<file path="src/sv/mdb_pkg.sv">
// ============================================================================
// mdb_pkg
// shared types, constants and helpers of the mic decimator, dc blocker and
// peak meter
// ============================================================================
package mdb_pkg;

   // limits of the configuration
   localparam int MAX_OVERSAMPLE    = 4;
   localparam int MAX_FRAME_SAMPLES = 1024;
   localparam int MAX_GAIN_SHIFT    = 16;

   // field widths
   localparam int WORD_W   = 32;                 // slot word
   localparam int OVS_W    = 3;
   localparam int GAIN_W   = 5;
   localparam int POLE_W   = 15;
   localparam int SPF_W    = 11;
   localparam int PCM_W    = 16;
   localparam int LEVEL_W  = 7;
   localparam int CLIPS_W  = 32;
   localparam int POS_W    = 10;                 // frame position, below the max length
   localparam int PEAK_W   = 16;

   // datapath widths
   localparam int SUM_W    = WORD_W + 3;         // group sum, leftover words included
   localparam int MAG_W    = SUM_W - 1;          // magnitude of the group sum
   localparam int FRAC_W   = 16;                 // fraction bits of the blocker
   localparam int X_W      = SUM_W + FRAC_W;     // scaled blocker input
   localparam int Y_W      = 52;                 // blocker output
   localparam int D_W      = X_W + 1;            // input difference
   localparam int LO_W     = 26;                 // low part of the feedback multiply
   localparam int HI_W     = Y_W - LO_W;
   localparam int PLO_W    = LO_W + POLE_W;
   localparam int PHI_W    = HI_W + POLE_W + 1;
   localparam int P_W      = PHI_W + LO_W;
   localparam int POLE_FRAC = 15;

   // divider
   localparam int DIV_BITS  = 8;                 // quotient bits per cycle
   localparam int DIV_STEPS = (MAG_W + DIV_BITS - 1) / DIV_BITS;
   localparam int DIV_W     = DIV_STEPS * DIV_BITS;
   localparam int DIV_CNT_W = $clog2(DIV_STEPS + 1);

   // meter
   localparam int PCT_SCALE     = 100;
   localparam int FULL_SCALE    = 32767;
   localparam int FULL_SHIFT    = 15;
   localparam int LEVEL_RELEASE = 2;
   localparam int PCT_PROD_W    = PEAK_W + LEVEL_W;

   // command queue
   localparam int QUEUE_DEPTH = 2;
   localparam int QPTR_W      = (QUEUE_DEPTH > 1) ? $clog2(QUEUE_DEPTH) : 1;
   localparam int QCNT_W      = $clog2(QUEUE_DEPTH + 1);

   // register map
   localparam int CSR_INDEX_W = 3;
   localparam int CSR_DATA_W  = 15;
   localparam logic [CSR_INDEX_W-1:0] CSR_MIC_SLOT          = 3'd0;
   localparam logic [CSR_INDEX_W-1:0] CSR_OVERSAMPLE        = 3'd1;
   localparam logic [CSR_INDEX_W-1:0] CSR_GAIN_SHIFT        = 3'd2;
   localparam logic [CSR_INDEX_W-1:0] CSR_DC_POLE           = 3'd3;
   localparam logic [CSR_INDEX_W-1:0] CSR_SAMPLES_PER_FRAME = 3'd4;

   typedef struct packed {
      logic                mic_slot;
      logic [OVS_W-1:0]    oversample;
      logic [GAIN_W-1:0]   gain_shift;
      logic [POLE_W-1:0]   dc_pole;
      logic [SPF_W-1:0]    samples_per_frame;
   } cfg_type;

   localparam cfg_type CFG_RESET = '{
      mic_slot:          1'b0,
      oversample:        3'd4,
      gain_shift:        5'd0,
      dc_pole:           15'd32604,
      samples_per_frame: 11'd320
   };

   typedef enum logic [1:0] {
      CMD_SAMPLE,
      CMD_RESTART,
      CMD_CLEAR
   } cmd_kind_type;

   typedef struct packed {
      cmd_kind_type              kind;
      logic                      clear_clips;
      logic signed [SUM_W-1:0]   sum;
   } cmd_type;

   typedef struct packed {
      logic full;
      logic empty;
   } q_status_type;

   typedef enum logic [2:0] {
      ST_IDLE,
      ST_MUL_HI,
      ST_DIV_WAIT,
      ST_SUM,
      ST_SAT,
      ST_PCM,
      ST_METER
   } back_state_type;

   function automatic logic [OVS_W-1:0] clamp_oversample(input logic [OVS_W-1:0] v);
      logic [OVS_W-1:0] r;
      r = v;
      if (v == '0) r = OVS_W'(1);
      else if (v > OVS_W'(MAX_OVERSAMPLE)) r = OVS_W'(MAX_OVERSAMPLE);
      return r;
   endfunction

   function automatic logic [GAIN_W-1:0] clamp_gain(input logic [GAIN_W-1:0] v);
      logic [GAIN_W-1:0] r;
      r = v;
      if (v > GAIN_W'(MAX_GAIN_SHIFT)) r = GAIN_W'(MAX_GAIN_SHIFT);
      return r;
   endfunction

   function automatic logic [SPF_W-1:0] clamp_frame(input logic [SPF_W-1:0] v);
      logic [SPF_W-1:0] r;
      r = v;
      if (v == '0) r = SPF_W'(1);
      else if (v > SPF_W'(MAX_FRAME_SAMPLES)) r = SPF_W'(MAX_FRAME_SAMPLES);
      return r;
   endfunction

endpackage

</file>
<file path="src/sv/mdb_div.sv">
// ============================================================================
// mdb_div
// unsigned divide of a group-sum magnitude by the oversample count,
// eight quotient bits per cycle, shift only for powers of two
// ============================================================================
module mdb_div (
   input  logic                        clock,
   input  logic                        reset,
   input  logic                        start,
   input  logic [mdb_pkg::MAG_W-1:0]   dividend,
   input  logic [mdb_pkg::OVS_W-1:0]   divisor,
   output logic                        busy,
   output logic [mdb_pkg::MAG_W-1:0]   quotient
);
   import mdb_pkg::*;

   logic [DIV_W-1:0]     work_ff, work_in;
   logic [1:0]           rem_ff, rem_in;
   logic [OVS_W-1:0]     divisor_ff;
   logic [DIV_CNT_W-1:0] cnt_ff;
   logic                 pow2;
   logic [1:0]           pow2_shift;

   assign pow2       = (divisor & (divisor - OVS_W'(1))) == '0;
   assign pow2_shift = divisor[2] ? 2'd2 : (divisor[1] ? 2'd1 : 2'd0);

   // restoring steps, remainder stays below the divisor
   always_comb begin : div_step
      logic [OVS_W-1:0] t;
      work_in = work_ff;
      rem_in  = rem_ff;
      for (int i = 0; i < DIV_BITS; i++) begin
         t       = {rem_in, work_in[DIV_W-1]};
         work_in = {work_in[DIV_W-2:0], 1'b0};
         if (t >= divisor_ff) begin
            t          = t - divisor_ff;
            work_in[0] = 1'b1;
         end
         rem_in = t[1:0];
      end
   end

   always_ff @(posedge clock) begin
      if (reset) begin
         cnt_ff <= '0;
      end else if (start) begin
         cnt_ff <= pow2 ? '0 : DIV_CNT_W'(DIV_STEPS);
      end else if (cnt_ff != '0) begin
         cnt_ff <= cnt_ff - 1'b1;
      end
   end

   always_ff @(posedge clock) begin
      if (start) begin
         divisor_ff <= divisor;
         rem_ff     <= '0;
         if (pow2) begin
            work_ff <= DIV_W'(dividend >> pow2_shift);
         end else begin
            work_ff <= DIV_W'(dividend);
         end
      end else if (cnt_ff != '0) begin
         work_ff <= work_in;
         rem_ff  <= rem_in;
      end
   end

   assign busy     = cnt_ff != '0;
   assign quotient = work_ff[MAG_W-1:0];

endmodule

</file>
<file path="src/sv/mdb_front.sv">
// ============================================================================
// mdb_front
// accepts frames, picks the mic slot, sums decimation groups and queues
// commands for the back end
// ============================================================================
module mdb_front (
   input  logic                           clock,
   input  logic                           reset,
   input  mdb_pkg::cfg_type               cfg,
   input  logic                           req_valid,
   output logic                           req_ready,
   input  logic signed [mdb_pkg::WORD_W-1:0] req_slot0_word,
   input  logic signed [mdb_pkg::WORD_W-1:0] req_slot1_word,
   input  logic                           req_restart,
   input  logic                           req_clear_clips,
   input  mdb_pkg::q_status_type          q_status,
   output logic                           q_push,
   output mdb_pkg::cmd_type               q_entry
);
   import mdb_pkg::*;

   logic [1:0]              decim_count_ff;
   logic signed [SUM_W-1:0] decim_sum_ff;
   logic signed [WORD_W-1:0] word;
   logic signed [SUM_W-1:0] sum_next;
   logic [OVS_W-1:0]        count_next;
   logic                    group_done;
   logic                    accept;

   assign req_ready  = !q_status.full;
   assign accept     = req_valid && req_ready;
   assign word       = cfg.mic_slot ? req_slot1_word : req_slot0_word;
   assign sum_next   = decim_sum_ff + {{(SUM_W-WORD_W){word[WORD_W-1]}}, word};
   assign count_next = OVS_W'(decim_count_ff) + OVS_W'(1);
   assign group_done = count_next >= clamp_oversample(cfg.oversample);

   always_comb begin
      q_entry.clear_clips = req_clear_clips;
      q_entry.sum         = sum_next;
      if (req_restart) begin
         q_entry.kind = CMD_RESTART;
      end else if (group_done) begin
         q_entry.kind = CMD_SAMPLE;
      end else begin
         q_entry.kind = CMD_CLEAR;
      end
      q_push = accept && (req_restart || group_done || req_clear_clips);
   end

   always_ff @(posedge clock) begin
      if (reset) begin
         decim_count_ff <= '0;
         decim_sum_ff   <= '0;
      end else if (accept) begin
         if (req_restart || group_done) begin
            decim_count_ff <= '0;
            decim_sum_ff   <= '0;
         end else begin
            decim_count_ff <= count_next[1:0];
            decim_sum_ff   <= sum_next;
         end
      end
   end

endmodule

</file>
<file path="src/sv/mdb_queue.sv">
// ============================================================================
// mdb_queue
// short command queue between the front and the back end
// ============================================================================
module mdb_queue (
   input  logic                  clock,
   input  logic                  reset,
   input  logic                  push,
   input  mdb_pkg::cmd_type      push_entry,
   input  logic                  pop,
   output mdb_pkg::cmd_type      head,
   output mdb_pkg::q_status_type status
);
   import mdb_pkg::*;

   cmd_type           entry_ff [QUEUE_DEPTH];
   logic [QPTR_W-1:0] wr_ptr_ff, rd_ptr_ff;
   logic [QCNT_W-1:0] count_ff;

   function automatic logic [QPTR_W-1:0] next_ptr(input logic [QPTR_W-1:0] p);
      return (p == QPTR_W'(QUEUE_DEPTH - 1)) ? '0 : p + QPTR_W'(1);
   endfunction

   assign head         = entry_ff[rd_ptr_ff];
   assign status.full  = count_ff == QCNT_W'(QUEUE_DEPTH);
   assign status.empty = count_ff == '0;

   always_ff @(posedge clock) begin
      if (reset) begin
         wr_ptr_ff <= '0;
         rd_ptr_ff <= '0;
         count_ff  <= '0;
      end else begin
         if (push) wr_ptr_ff <= next_ptr(wr_ptr_ff);
         if (pop)  rd_ptr_ff <= next_ptr(rd_ptr_ff);
         if (push && !pop)      count_ff <= count_ff + QCNT_W'(1);
         else if (pop && !push) count_ff <= count_ff - QCNT_W'(1);
      end
   end

   always_ff @(posedge clock) begin
      if (push) entry_ff[wr_ptr_ff] <= push_entry;
   end

   a_no_overflow: assert property (@(posedge clock) disable iff (reset)
      push |-> !status.full || pop)
      else $error("command pushed into a full queue");

   a_no_underflow: assert property (@(posedge clock) disable iff (reset)
      pop |-> !status.empty)
      else $error("command popped from an empty queue");

endmodule

</file>
<file path="src/sv/mdb_back.sv">
// ============================================================================
// mdb_back
// executes queued commands: divide, dc blocker, saturation, clip count,
// peak meter and the result register
// ============================================================================
module mdb_back (
   input  logic                              clock,
   input  logic                              reset,
   input  mdb_pkg::cfg_type                  cfg,
   input  mdb_pkg::q_status_type             q_status,
   input  mdb_pkg::cmd_type                  q_head,
   output logic                              q_pop,
   output logic                              rsp_valid,
   input  logic                              rsp_ready,
   output logic signed [mdb_pkg::PCM_W-1:0]  rsp_pcm_sample,
   output logic                              rsp_clipped,
   output logic                              rsp_frame_end,
   output logic [mdb_pkg::LEVEL_W-1:0]       rsp_meter_level,
   output logic [mdb_pkg::CLIPS_W-1:0]       rsp_clip_total
);
   import mdb_pkg::*;

   localparam logic signed [Y_W-1:0] DCO_MAX = {1'b0, {(Y_W-1){1'b1}}};
   localparam logic signed [Y_W-1:0] DCO_MIN = {1'b1, {(Y_W-1){1'b0}}};
   localparam logic signed [Y_W-1:0] PCM_HI_Q = Y_W'(32767) <<< FRAC_W;
   localparam logic signed [Y_W-1:0] PCM_LO_Q = -(Y_W'(32768) <<< FRAC_W);
   localparam logic signed [PCM_W-1:0] PCM_MAX = {1'b0, {(PCM_W-1){1'b1}}};
   localparam logic signed [PCM_W-1:0] PCM_MIN = {1'b1, {(PCM_W-1){1'b0}}};

   back_state_type state_ff, state_in;
   logic           div_start, div_busy, out_load;
   logic [MAG_W-1:0] div_quotient, sum_mag;

   // architectural state
   logic signed [X_W-1:0] dc_last_input_ff;
   logic signed [Y_W-1:0] dc_last_output_ff;
   logic [POS_W-1:0]      frame_pos_ff;
   logic [PEAK_W-1:0]     frame_peak_ff;
   logic [LEVEL_W-1:0]    level_ff;
   logic [CLIPS_W-1:0]    clip_count_ff;

   // working registers
   logic                    sum_neg_ff;
   logic [PLO_W-1:0]        prod_lo_ff;
   logic signed [PHI_W-1:0] prod_hi_ff;
   logic signed [X_W-1:0]   x_ff;
   logic signed [D_W-1:0]   d_ff;
   logic signed [Y_W-1:0]   fb_ff;
   logic signed [PCM_W-1:0] pcm_ff;
   logic                    clip_ff, fend_ff;

   // result register
   logic                    rsp_valid_ff;
   logic signed [PCM_W-1:0] rsp_pcm_ff;
   logic                    rsp_clip_ff, rsp_fend_ff;
   logic [LEVEL_W-1:0]      rsp_level_ff;
   logic [CLIPS_W-1:0]      rsp_clips_ff;

   // combinational datapath
   logic signed [SUM_W-1:0] avg;
   logic signed [X_W-1:0]   x_in;
   logic signed [HI_W-1:0]  y1_hi;
   logic signed [POLE_W:0]  pole_s;
   logic signed [P_W-1:0]   prod_full;
   logic signed [Y_W:0]     y_wide;
   logic signed [Y_W-1:0]   y_sat;
   logic signed [Y_W-1:0]   y_trunc;
   logic signed [PCM_W-1:0] pcm_in;
   logic                    clip_in;
   logic [PEAK_W-1:0]       mag, peak_in;
   logic [SPF_W-1:0]        pos_next, frame_len;
   logic                    fend_in;
   logic [PCT_PROD_W-1:0]   pct_prod;
   logic [PCT_PROD_W-FULL_SHIFT-1:0] pct_coarse, pct;
   logic [FULL_SHIFT:0]     pct_rem;
   logic [LEVEL_W-1:0]      level_in;

   mdb_div u_div (
      .clock    (clock),
      .reset    (reset),
      .start    (div_start),
      .dividend (sum_mag),
      .divisor  (clamp_oversample(cfg.oversample)),
      .busy     (div_busy),
      .quotient (div_quotient)
   );

   assign sum_mag = q_head.sum[SUM_W-1] ? MAG_W'(-q_head.sum) : MAG_W'(q_head.sum);

   // sequencer
   always_ff @(posedge clock) begin
      if (reset) state_ff <= ST_IDLE;
      else       state_ff <= state_in;
   end

   always_comb begin
      state_in  = state_ff;
      q_pop     = 1'b0;
      div_start = 1'b0;
      out_load  = 1'b0;
      unique case (state_ff)
         ST_IDLE: begin
            if (!q_status.empty) begin
               q_pop = 1'b1;
               if (q_head.kind == CMD_SAMPLE) begin
                  div_start = 1'b1;
                  state_in  = ST_MUL_HI;
               end
            end
         end
         ST_MUL_HI:   state_in = ST_DIV_WAIT;
         ST_DIV_WAIT: if (!div_busy) state_in = ST_SUM;
         ST_SUM:      state_in = ST_SAT;
         ST_SAT:      state_in = ST_PCM;
         ST_PCM:      state_in = ST_METER;
         ST_METER: begin
            if (!rsp_valid_ff || rsp_ready) begin
               out_load = 1'b1;
               state_in = ST_IDLE;
            end
         end
         default:     state_in = ST_IDLE;
      endcase
   end

   // scaled input, feedback product, sum and saturation
   assign avg    = sum_neg_ff ? -SUM_W'({1'b0, div_quotient}) : SUM_W'({1'b0, div_quotient});
   assign x_in   = {{(X_W-SUM_W){avg[SUM_W-1]}}, avg} <<< clamp_gain(cfg.gain_shift);
   assign y1_hi  = dc_last_output_ff[Y_W-1:LO_W];
   assign pole_s = {1'b0, cfg.dc_pole};
   assign prod_full = {prod_hi_ff, {LO_W{1'b0}}} + {{(P_W-PLO_W){1'b0}}, prod_lo_ff};
   assign y_wide = {{(Y_W+1-D_W){d_ff[D_W-1]}}, d_ff} + {fb_ff[Y_W-1], fb_ff};

   always_comb begin
      if (y_wide[Y_W] != y_wide[Y_W-1]) y_sat = y_wide[Y_W] ? DCO_MIN : DCO_MAX;
      else                              y_sat = y_wide[Y_W-1:0];
   end

   // saturation to int16 and truncation toward zero
   assign y_trunc = dc_last_output_ff
                  + (dc_last_output_ff[Y_W-1] ? Y_W'(16'hFFFF) : Y_W'(0));

   always_comb begin
      clip_in = 1'b1;
      if (dc_last_output_ff > PCM_HI_Q)      pcm_in = PCM_MAX;
      else if (dc_last_output_ff < PCM_LO_Q) pcm_in = PCM_MIN;
      else begin
         pcm_in  = y_trunc[FRAC_W +: PCM_W];
         clip_in = 1'b0;
      end
   end

   assign mag       = pcm_in[PCM_W-1] ? PEAK_W'(~pcm_in + 1'b1) : PEAK_W'(pcm_in);
   assign peak_in   = (mag > frame_peak_ff) ? mag : frame_peak_ff;
   assign pos_next  = SPF_W'(frame_pos_ff) + SPF_W'(1);
   assign frame_len = clamp_frame(cfg.samples_per_frame);
   assign fend_in   = pos_next >= frame_len;

   // peak * 100 / 32767: divide by 2^15, then one correction step
   assign pct_prod   = PCT_PROD_W'(frame_peak_ff) * PCT_PROD_W'(PCT_SCALE);
   assign pct_coarse = pct_prod[PCT_PROD_W-1:FULL_SHIFT];
   assign pct_rem    = (FULL_SHIFT+1)'(pct_prod[FULL_SHIFT-1:0])
                     + (FULL_SHIFT+1)'(pct_coarse);
   assign pct        = pct_coarse
                     + ((pct_rem >= (FULL_SHIFT+1)'(FULL_SCALE)) ? 1'b1 : 1'b0);

   always_comb begin
      if (pct > (PCT_PROD_W-FULL_SHIFT)'(level_ff))
         level_in = LEVEL_W'(pct);
      else if (level_ff > LEVEL_W'(LEVEL_RELEASE))
         level_in = level_ff - LEVEL_W'(LEVEL_RELEASE);
      else
         level_in = '0;
   end

   // architectural state and result handshake
   always_ff @(posedge clock) begin
      if (reset) begin
         dc_last_input_ff  <= '0;
         dc_last_output_ff <= '0;
         frame_pos_ff      <= '0;
         frame_peak_ff     <= '0;
         level_ff          <= '0;
         clip_count_ff     <= '0;
         rsp_valid_ff      <= 1'b0;
      end else begin
         if (q_pop) begin
            if (q_head.clear_clips) clip_count_ff <= '0;
            if (q_head.kind == CMD_RESTART) begin
               dc_last_input_ff  <= '0;
               dc_last_output_ff <= '0;
               frame_pos_ff      <= '0;
               frame_peak_ff     <= '0;
            end
         end
         if (state_ff == ST_SUM) dc_last_input_ff  <= x_ff;
         if (state_ff == ST_SAT) dc_last_output_ff <= y_sat;
         if (state_ff == ST_PCM) begin
            frame_peak_ff <= peak_in;
            frame_pos_ff  <= fend_in ? '0 : pos_next[POS_W-1:0];
            if (clip_in) clip_count_ff <= clip_count_ff + CLIPS_W'(1);
         end
         if (out_load && fend_ff) begin
            level_ff      <= level_in;
            frame_peak_ff <= '0;
         end
         if (out_load)       rsp_valid_ff <= 1'b1;
         else if (rsp_ready) rsp_valid_ff <= 1'b0;
      end
   end

   // working and result payload
   always_ff @(posedge clock) begin
      if (div_start) begin
         sum_neg_ff <= q_head.sum[SUM_W-1];
         prod_lo_ff <= PLO_W'(dc_last_output_ff[LO_W-1:0]) * PLO_W'(cfg.dc_pole);
      end
      if (state_ff == ST_MUL_HI) prod_hi_ff <= y1_hi * pole_s;
      if (state_ff == ST_DIV_WAIT && !div_busy) x_ff <= x_in;
      if (state_ff == ST_SUM) begin
         d_ff  <= {x_ff[X_W-1], x_ff} - {dc_last_input_ff[X_W-1], dc_last_input_ff};
         fb_ff <= prod_full[POLE_FRAC +: Y_W];
      end
      if (state_ff == ST_PCM) begin
         pcm_ff  <= pcm_in;
         clip_ff <= clip_in;
         fend_ff <= fend_in;
      end
      if (out_load) begin
         rsp_pcm_ff   <= pcm_ff;
         rsp_clip_ff  <= clip_ff;
         rsp_fend_ff  <= fend_ff;
         rsp_level_ff <= fend_ff ? level_in : level_ff;
         rsp_clips_ff <= clip_count_ff;
      end
   end

   assign rsp_valid       = rsp_valid_ff;
   assign rsp_pcm_sample  = rsp_pcm_ff;
   assign rsp_clipped     = rsp_clip_ff;
   assign rsp_frame_end   = rsp_fend_ff;
   assign rsp_meter_level = rsp_level_ff;
   assign rsp_clip_total  = rsp_clips_ff;

   a_clip_is_full_scale: assert property (@(posedge clock) disable iff (reset)
      rsp_valid_ff && rsp_clip_ff |-> rsp_pcm_ff == PCM_MAX || rsp_pcm_ff == PCM_MIN)
      else $error("clipped beat without a full-scale sample");

   a_level_in_range: assert property (@(posedge clock) disable iff (reset)
      level_ff <= LEVEL_W'(PCT_SCALE))
      else $error("meter level above full scale");

   a_quotient_ready: assert property (@(posedge clock) disable iff (reset)
      state_ff == ST_SUM |-> !div_busy)
      else $error("blocker step started before the divide finished");

endmodule

</file>
<file path="src/sv/mic_decimate_dc_block_meter.sv">
// ============================================================================
// mic_decimate_dc_block_meter
// mic slot select, boxcar decimation, dc blocker, int16 saturation with
// clip count, and a per-frame peak meter
// ============================================================================
// Each input beat is one I2S frame; only the slot chosen by mic_slot is kept.
// The front end takes one beat per clock while the command queue has room:
// beats that close no decimation group and carry no restart or clear produce
// nothing. A closing beat, a restart or a clip-counter clear becomes a command
// in a two-entry queue. The back end runs one sample command at a time: a
// shift when oversample is 1, 2 or 4 or the eight-bit-per-cycle divider when
// it is 3, alongside the two-part feedback multiply, then sum, saturate, pcm
// and meter steps. Restart and clear commands are taken in the idle state.
// The result register lets the back end finish its next command while a
// result beat waits on rsp_ready; only a second result stalls it.
// Configuration is taken on any cycle csr_wr_en is high and should only
// change while the block is idle.
module mic_decimate_dc_block_meter (
   input  logic                                   clock,
   input  logic                                   reset,
   // input frames
   input  logic                                   req_valid,
   output logic                                   req_ready,
   input  logic signed [mdb_pkg::WORD_W-1:0]      req_slot0_word,
   input  logic signed [mdb_pkg::WORD_W-1:0]      req_slot1_word,
   input  logic                                   req_restart,
   input  logic                                   req_clear_clips,
   // output samples
   output logic                                   rsp_valid,
   input  logic                                   rsp_ready,
   output logic signed [mdb_pkg::PCM_W-1:0]       rsp_pcm_sample,
   output logic                                   rsp_clipped,
   output logic                                   rsp_frame_end,
   output logic [mdb_pkg::LEVEL_W-1:0]            rsp_meter_level,
   output logic [mdb_pkg::CLIPS_W-1:0]            rsp_clip_total,
   // configuration writes
   input  logic                                   csr_wr_en,
   input  logic [mdb_pkg::CSR_INDEX_W-1:0]        csr_index,
   input  logic [mdb_pkg::CSR_DATA_W-1:0]         csr_wdata
);
   import mdb_pkg::*;

   cfg_type      cfg_ff, cfg_in;
   logic         q_push, q_pop;
   cmd_type      q_entry, q_head;
   q_status_type q_status;

   // register file, writes beyond the map are dropped
   always_comb begin
      cfg_in = cfg_ff;
      if (csr_wr_en) begin
         unique case (csr_index)
            CSR_MIC_SLOT:          cfg_in.mic_slot          = csr_wdata[0];
            CSR_OVERSAMPLE:        cfg_in.oversample        = csr_wdata[OVS_W-1:0];
            CSR_GAIN_SHIFT:        cfg_in.gain_shift        = csr_wdata[GAIN_W-1:0];
            CSR_DC_POLE:           cfg_in.dc_pole           = csr_wdata[POLE_W-1:0];
            CSR_SAMPLES_PER_FRAME: cfg_in.samples_per_frame = csr_wdata[SPF_W-1:0];
            default:               cfg_in = cfg_ff;
         endcase
      end
   end

   always_ff @(posedge clock) begin
      if (reset) cfg_ff <= CFG_RESET;
      else       cfg_ff <= cfg_in;
   end

   // front: slot select and group sums
   mdb_front u_front (
      .clock           (clock),
      .reset           (reset),
      .cfg             (cfg_ff),
      .req_valid       (req_valid),
      .req_ready       (req_ready),
      .req_slot0_word  (req_slot0_word),
      .req_slot1_word  (req_slot1_word),
      .req_restart     (req_restart),
      .req_clear_clips (req_clear_clips),
      .q_status        (q_status),
      .q_push          (q_push),
      .q_entry         (q_entry)
   );

   // commands in order between the two halves
   mdb_queue u_queue (
      .clock      (clock),
      .reset      (reset),
      .push       (q_push),
      .push_entry (q_entry),
      .pop        (q_pop),
      .head       (q_head),
      .status     (q_status)
   );

   // back: divide, blocker, saturation, meter, result register
   mdb_back u_back (
      .clock           (clock),
      .reset           (reset),
      .cfg             (cfg_ff),
      .q_status        (q_status),
      .q_head          (q_head),
      .q_pop           (q_pop),
      .rsp_valid       (rsp_valid),
      .rsp_ready       (rsp_ready),
      .rsp_pcm_sample  (rsp_pcm_sample),
      .rsp_clipped     (rsp_clipped),
      .rsp_frame_end   (rsp_frame_end),
      .rsp_meter_level (rsp_meter_level),
      .rsp_clip_total  (rsp_clip_total)
   );

   a_ready_tracks_queue: assert property (@(posedge clock) disable iff (reset)
      req_ready == !q_status.full)
      else $error("input ready disagrees with queue space");

   a_push_needs_beat: assert property (@(posedge clock) disable iff (reset)
      q_push |-> req_valid && req_ready)
      else $error("command queued without an accepted beat");

   a_result_holds: assert property (@(posedge clock) disable iff (reset)
      rsp_valid && !rsp_ready |=> rsp_valid && $stable(rsp_clip_total))
      else $error("result beat changed while stalled");

endmodule
</file>
<file path="config.mk">
export PLATFORM = sky130hd
export DESIGN_NAME = mic_decimate_dc_block_meter
export DESIGN_NICKNAME = d
export VERILOG_FILES = /design/src/sv/mdb_pkg.sv /design/src/sv/mdb_div.sv /design/src/sv/mdb_front.sv /design/src/sv/mdb_queue.sv /design/src/sv/mdb_back.sv /design/src/sv/mic_decimate_dc_block_meter.sv
export SDC_FILE = /design/constraint.sdc
export NUM_CORES = 2
export LEC_CHECK = 0
export ABC_AREA = 1
export BUFFER_PORTS_ARGS = -buffer_cell sky130_fd_sc_hd__buf_2
export CORE_MARGIN = 4
export CORE_UTILIZATION = 63
export DETAILED_ROUTE_END_ITERATION = 16
export PLACE_DENSITY = 0.8
export SLEW_MARGIN = 30
export SYNTH_ARGS = -nofsm -noshare
export SYNTH_HDL_FRONTEND = slang
export SYNTH_SLANG_ARGS = --single-unit
</file>
<file path="constraint.sdc">
create_clock -name clock -period 10.9 [get_ports clock]
set_clock_uncertainty 0.2 [all_clocks]
set_input_delay 0.545 -clock clock [delete_from_list [all_inputs] [get_ports clock]]
set_output_delay 0.545 -clock clock [all_outputs]
set_load 0.02 [all_outputs]
</file>
==> metrics.md <==
| Metric | Value |
|---|---|
| RSZ-0062 raised after global routing | false |
| H-tree levels | 3 |
| Placed insts | about 11k |
| Pwr Total | between 10 and 15 mW |
| Kind of critical path | flip-flop to flip-flop |
| Post-synth EDFFs | 417 |
| Pre-antenna DRT Iters | 7 |
| Clock sinks | 671 |
| Die W | 345 um |
| Switching power | about 4.4 mW |
| Crit path buffers/inverters | 1 |
| Post-route clock period utilization | around 76% |
| Setup violators final | 0 |
| I/O Pins | roughly 150 |
| DRT iter0 DRCs | about 5.8k |
| Vias in the first global route | 61.4k |
| Synth Instances | between 9k and 10k |
| Most frequent cells in the layout | 2309 x nand2_1, 1709 x inv_1, 695 x fa_1 |
| Area Growth Syn to Fin | 6.65% |
| Seq/Total Area, Yosys | between 20% and 30% |
| Clock network power share | a little over a quarter |
| Asr flop ratio synth | 0% |
| Cts bufs inserted | just under 80 |
| Fin. max-slew vios | 0 |
| DRC | 0 |
| R2R cell count | 36 |
| Peak VDD IR | approximately 420 uV |
| Int Power | approximately 6.3 mW |
| Startpoint Class | flip-flop |
| Clk slew on worst S/H paths | approximately 60 ps |
| Syn. warnings | 0 |
| F_max | ~120 MHz |
| Slew margin rel. | 31.3% |
| Worst Hold Slack | about 47 ps |
| Worst Hold Class | input pin to flip-flop |
| Area occupied by multi-input gates | about 46000 um2 |
| DR WL/cell | around 19 um |
| Hold EP | cfg_ff[34] |
| Max Root-Sink Buffers | 3 |
| Status | finished clean |
| Required @ worst endpoint | 11090 ps |
| Slowest cell on crit path | edfxtp_1 |
| Logic pwr share | 42.1% |
| Pwr Density | 140 nW/um2 |
| Fin nets | approximately 10k |
| Register area | roughly 18000 um2 |
| GPL Wtd Cong | around 1 |
| Port Buffers | ~150 |
| Tmin final | 8280 ps |
| Final Hold Fails | 0 |
| Syn_nets | between 10k and 15k |
| DIE HEIGHT | 345 um |
| DRT Wirelength | a little over 200000 um |
| Worst Tran Pin Value | a little over 1000 ps |
| DP Wirelength | around 160000 um |
| Hold Buf Count CTS | 13 |
| Register share of total power | 31.4% |
| Placement Cell Area | approximately 73000 um2 |
| Via count | ~62k |
| GRT Residual Overflow | 0 |
| Post-CTS Resized | 0 |
| Critical Path Sink Type | flip-flop |
| Max-cap viol count | 0 |
| Die Area | 119000 um2 |
| CP max FO | 8 |
| Worst reg2reg setup slack | approximately 2600 ps |
| Clock insertion delay at the later pin of the skew report | about 690 ps |
| Leak | roughly 37 nW |
| Post CTS Setup Buffer Count | 0 |
| Post-Layout Cell Count | between 10k and 15k |
| Syn Area/Cell | slightly below 8 um2 |
| Most common cell after layout, fill and taps aside | nand2_1 |
| TritonCTS clock tree | yes |
| Largest net degree at the start of global routing | between 70 and 80 |
| Final instance area | between 70000 and 80000 um2 |
| Crit path DAT | between 8000 and 9000 ps |
| Root Driver | clkbuf_16 |
| Initial antenna violation count | 4 |
| Hold_sp | csr_index[1] |
| RR Startpoint | u_back.u_div.divisor_ff[2] |
| Avg Vias per Cell | about 5.8 |
| Setup TNS | 0 ps |
| Ys flop type | edfxtp_1 |
| Initial Util | between 60% and 70% |
| Core Region | 112000 um2 |
| Total GRT Usage | about 34% |
| Family with the most delay on the worst path | compound AO/OA/AOI/OAI gates |
| Fillers | between 9k and 10k |
| Reg2Reg Capture Point | u_back.u_div.work_ff[0] |
| Syn Std Cell Area | a little over 70000 um2 |
| Sw Ratio | roughly 41% |
| Number of distinct library cells after synthesis | between 70 and 80 |
| Row count | between 100 and 150 |
| Hold Crit Depth | 4 |
| First-pass GRT wire length | ~320000 um |
| Critical Path Max Stage Delay | around 350 ps |
| Flops & latches, synth | approximately 670 |
| Layout cells sized above 1 | under 10% |
| Detail Route Antenna Nets | 0 |
through the flow:
| step | worst slack, ps | utilization [%] |
|---|---|---|
| detailed placement | 2510 | 65.0 |
| global route | 1590 | 67.6 |
| finish | 2620 | 67.6 |
| CTS | 2530 | 67.6 |
| floorplan | 3610 | - |
| global placement | 2700 | 64.9 |
flip-flops by register name, indices dropped and copies added (netlist names), 10 cells and up, named ones only:
| signal | count |
|---|---|
| u_back.prod_hi_ff | 41 |
| u_back.dc_last_output_ff | 52 |
| u_back.frame_pos_ff | 10 |
| u_back.u_div.work_ff | 40 |
| u_back.x_ff | 51 |
| u_front.decim_sum_ff | 35 |
| u_back.rsp_pcm_sample | 16 |
| u_back.rsp_clip_total | 32 |
| cfg_ff | 35 |
| u_back.pcm_ff | 16 |
| u_back.fb_ff | 52 |
| u_back.prod_lo_ff | 26 |
| u_back.d_ff | 52 |
| u_back.clip_count_ff | 32 |
| u_back.frame_peak_ff | 16 |
| u_queue.entry_ff | 76 |
| u_back.dc_last_input_ff | 51 |
metal layers:
| metal | global-route usage (%) | vias up | wire (um) |
|---|---|---|---|
| li1 | - | 29100 | - |
| met1 | 45.7 | 29600 | 82300 |
| met5 | 0 | - | 5 |
| met4 | 13.5 | 2 | 8590 |
| met3 | 5.83 | 506 | 17100 |
| met2 | 56.0 | 2712 | 94400 |
worst reg2reg max path, delay by kind of cell (launching register included):
kind / cells / cell delay (ps)
AOI/OAI and AO/OA: 17 / 3690
adders and majority gates: 8 / 2710
DFF: 1 / 350
and+or+nand+nor: 10 / 810
buffers and inverters: 1 / 280
Yosys cell counts (10+ instances only):
| library cell | n | area, um2 |
|---|---|---|
| ha_1 | 499 | 6240 |
| fa_1 | 696 | 13900 |
| nand2_2 | 16 | 100 |
| edfxtp_1 | 417 | 12500 |
| xnor2_1 | 112 | 981 |
| nand3_1 | 504 | 2520 |
| nand2_1 | 2309 | 8670 |
| xor2_1 | 205 | 1800 |
| a21boi_0 | 12 | 90.1 |
| a22oi_1 | 13 | 97.6 |
| inv_1 | 1710 | 6420 |
| nor2_2 | 15 | 93.8 |
| nand3b_1 | 16 | 120 |
| nand4_1 | 69 | 432 |
| buf_2 | 51 | 255 |
| o211ai_1 | 53 | 398 |
| buf_6 | 13 | 146 |
| o21bai_1 | 29 | 218 |
| a31oi_1 | 58 | 363 |
| a21o_1 | 20 | 150 |
| o22ai_1 | 11 | 68.8 |
| o21a_1 | 23 | 173 |
| or2_1 | 20 | 125 |
| o21ai_1 | 34 | 170 |
| o21ai_0 | 266 | 1330 |
| nor3_1 | 75 | 375 |
| mux2_2 | 32 | 360 |
| dfxtp_1 | 254 | 5080 |
| o221ai_1 | 26 | 228 |
| inv_2 | 29 | 109 |
| nor2_1 | 562 | 2110 |
| nor4_1 | 37 | 231 |
| buf_1 | 24 | 90.1 |
| or2_2 | 14 | 87.6 |
| o21ai_2 | 15 | 131 |
| buf_4 | 17 | 128 |
| clkbuf_1 | 242 | 908 |
| a211oi_1 | 20 | 150 |
| a21oi_1 | 590 | 2950 |
| o2111ai_1 | 10 | 87.6 |
cell type report:
type	instances	share of cell area (%)
diodes	2	0.00658
clock buffers	99	2.87
clock inverters	48	0.819
inverters	1746	8.61
multi-input cells	6452	60.2
flip-flops and latches	671	23.2
well taps	1500	2.47
repair buffers	229	1.91
power by group through the flow:
stage          registers, mW  clock network (mW)  logic (mW)
2_1_floorplan           3.29                   0        3.28
3_3_place_gp            3.39                   0        4.34
3_5_place_dp            3.39                   0        4.41
4_1_cts                 3.34                2.86        4.44
5_1_grt                 3.36                2.97        5.03
6_report                3.35                2.84        4.49
logic make-up (layout without fill, tap and decap cells):
logic type | after synthesis | after routing | synth area share, %
simple gates | 3682 | 3682 | 21.4
xor+xnor | 319 | 319 | 3.94
compound gates | 1221 | 1221 | 9.81
buf+inv | 2093 | 2122 | 11.3
other cells | 0 | 2 | 0
flops | 671 | 671 | 24.7
fa+ha+maj | 1195 | 1195 | 28.3
mux | 35 | 35 | 0.547
how the worst max path moves through the flow:
stage | startpoint | endpoint | slack, ps | depth (start not counted)
after floorplan | u_back.u_div.divisor_ff[2] | u_back.u_div.work_ff[0] | 3610 | 36
after global placement | u_back.u_div.divisor_ff[2] | u_back.u_div.rem_ff[1] | 2700 | 40
after detailed placement | u_back.u_div.divisor_ff[2] | u_back.u_div.work_ff[0] | 2510 | 36
after CTS | u_back.u_div.divisor_ff[2] | u_back.u_div.work_ff[0] | 2530 | 36
after global routing | u_back.u_div.divisor_ff[2] | u_back.u_div.rem_ff[1] | 1590 | 42
final | u_back.u_div.divisor_ff[2] | u_back.u_div.work_ff[0] | 2620 | 36
Power figures use the tool's default switching activity.
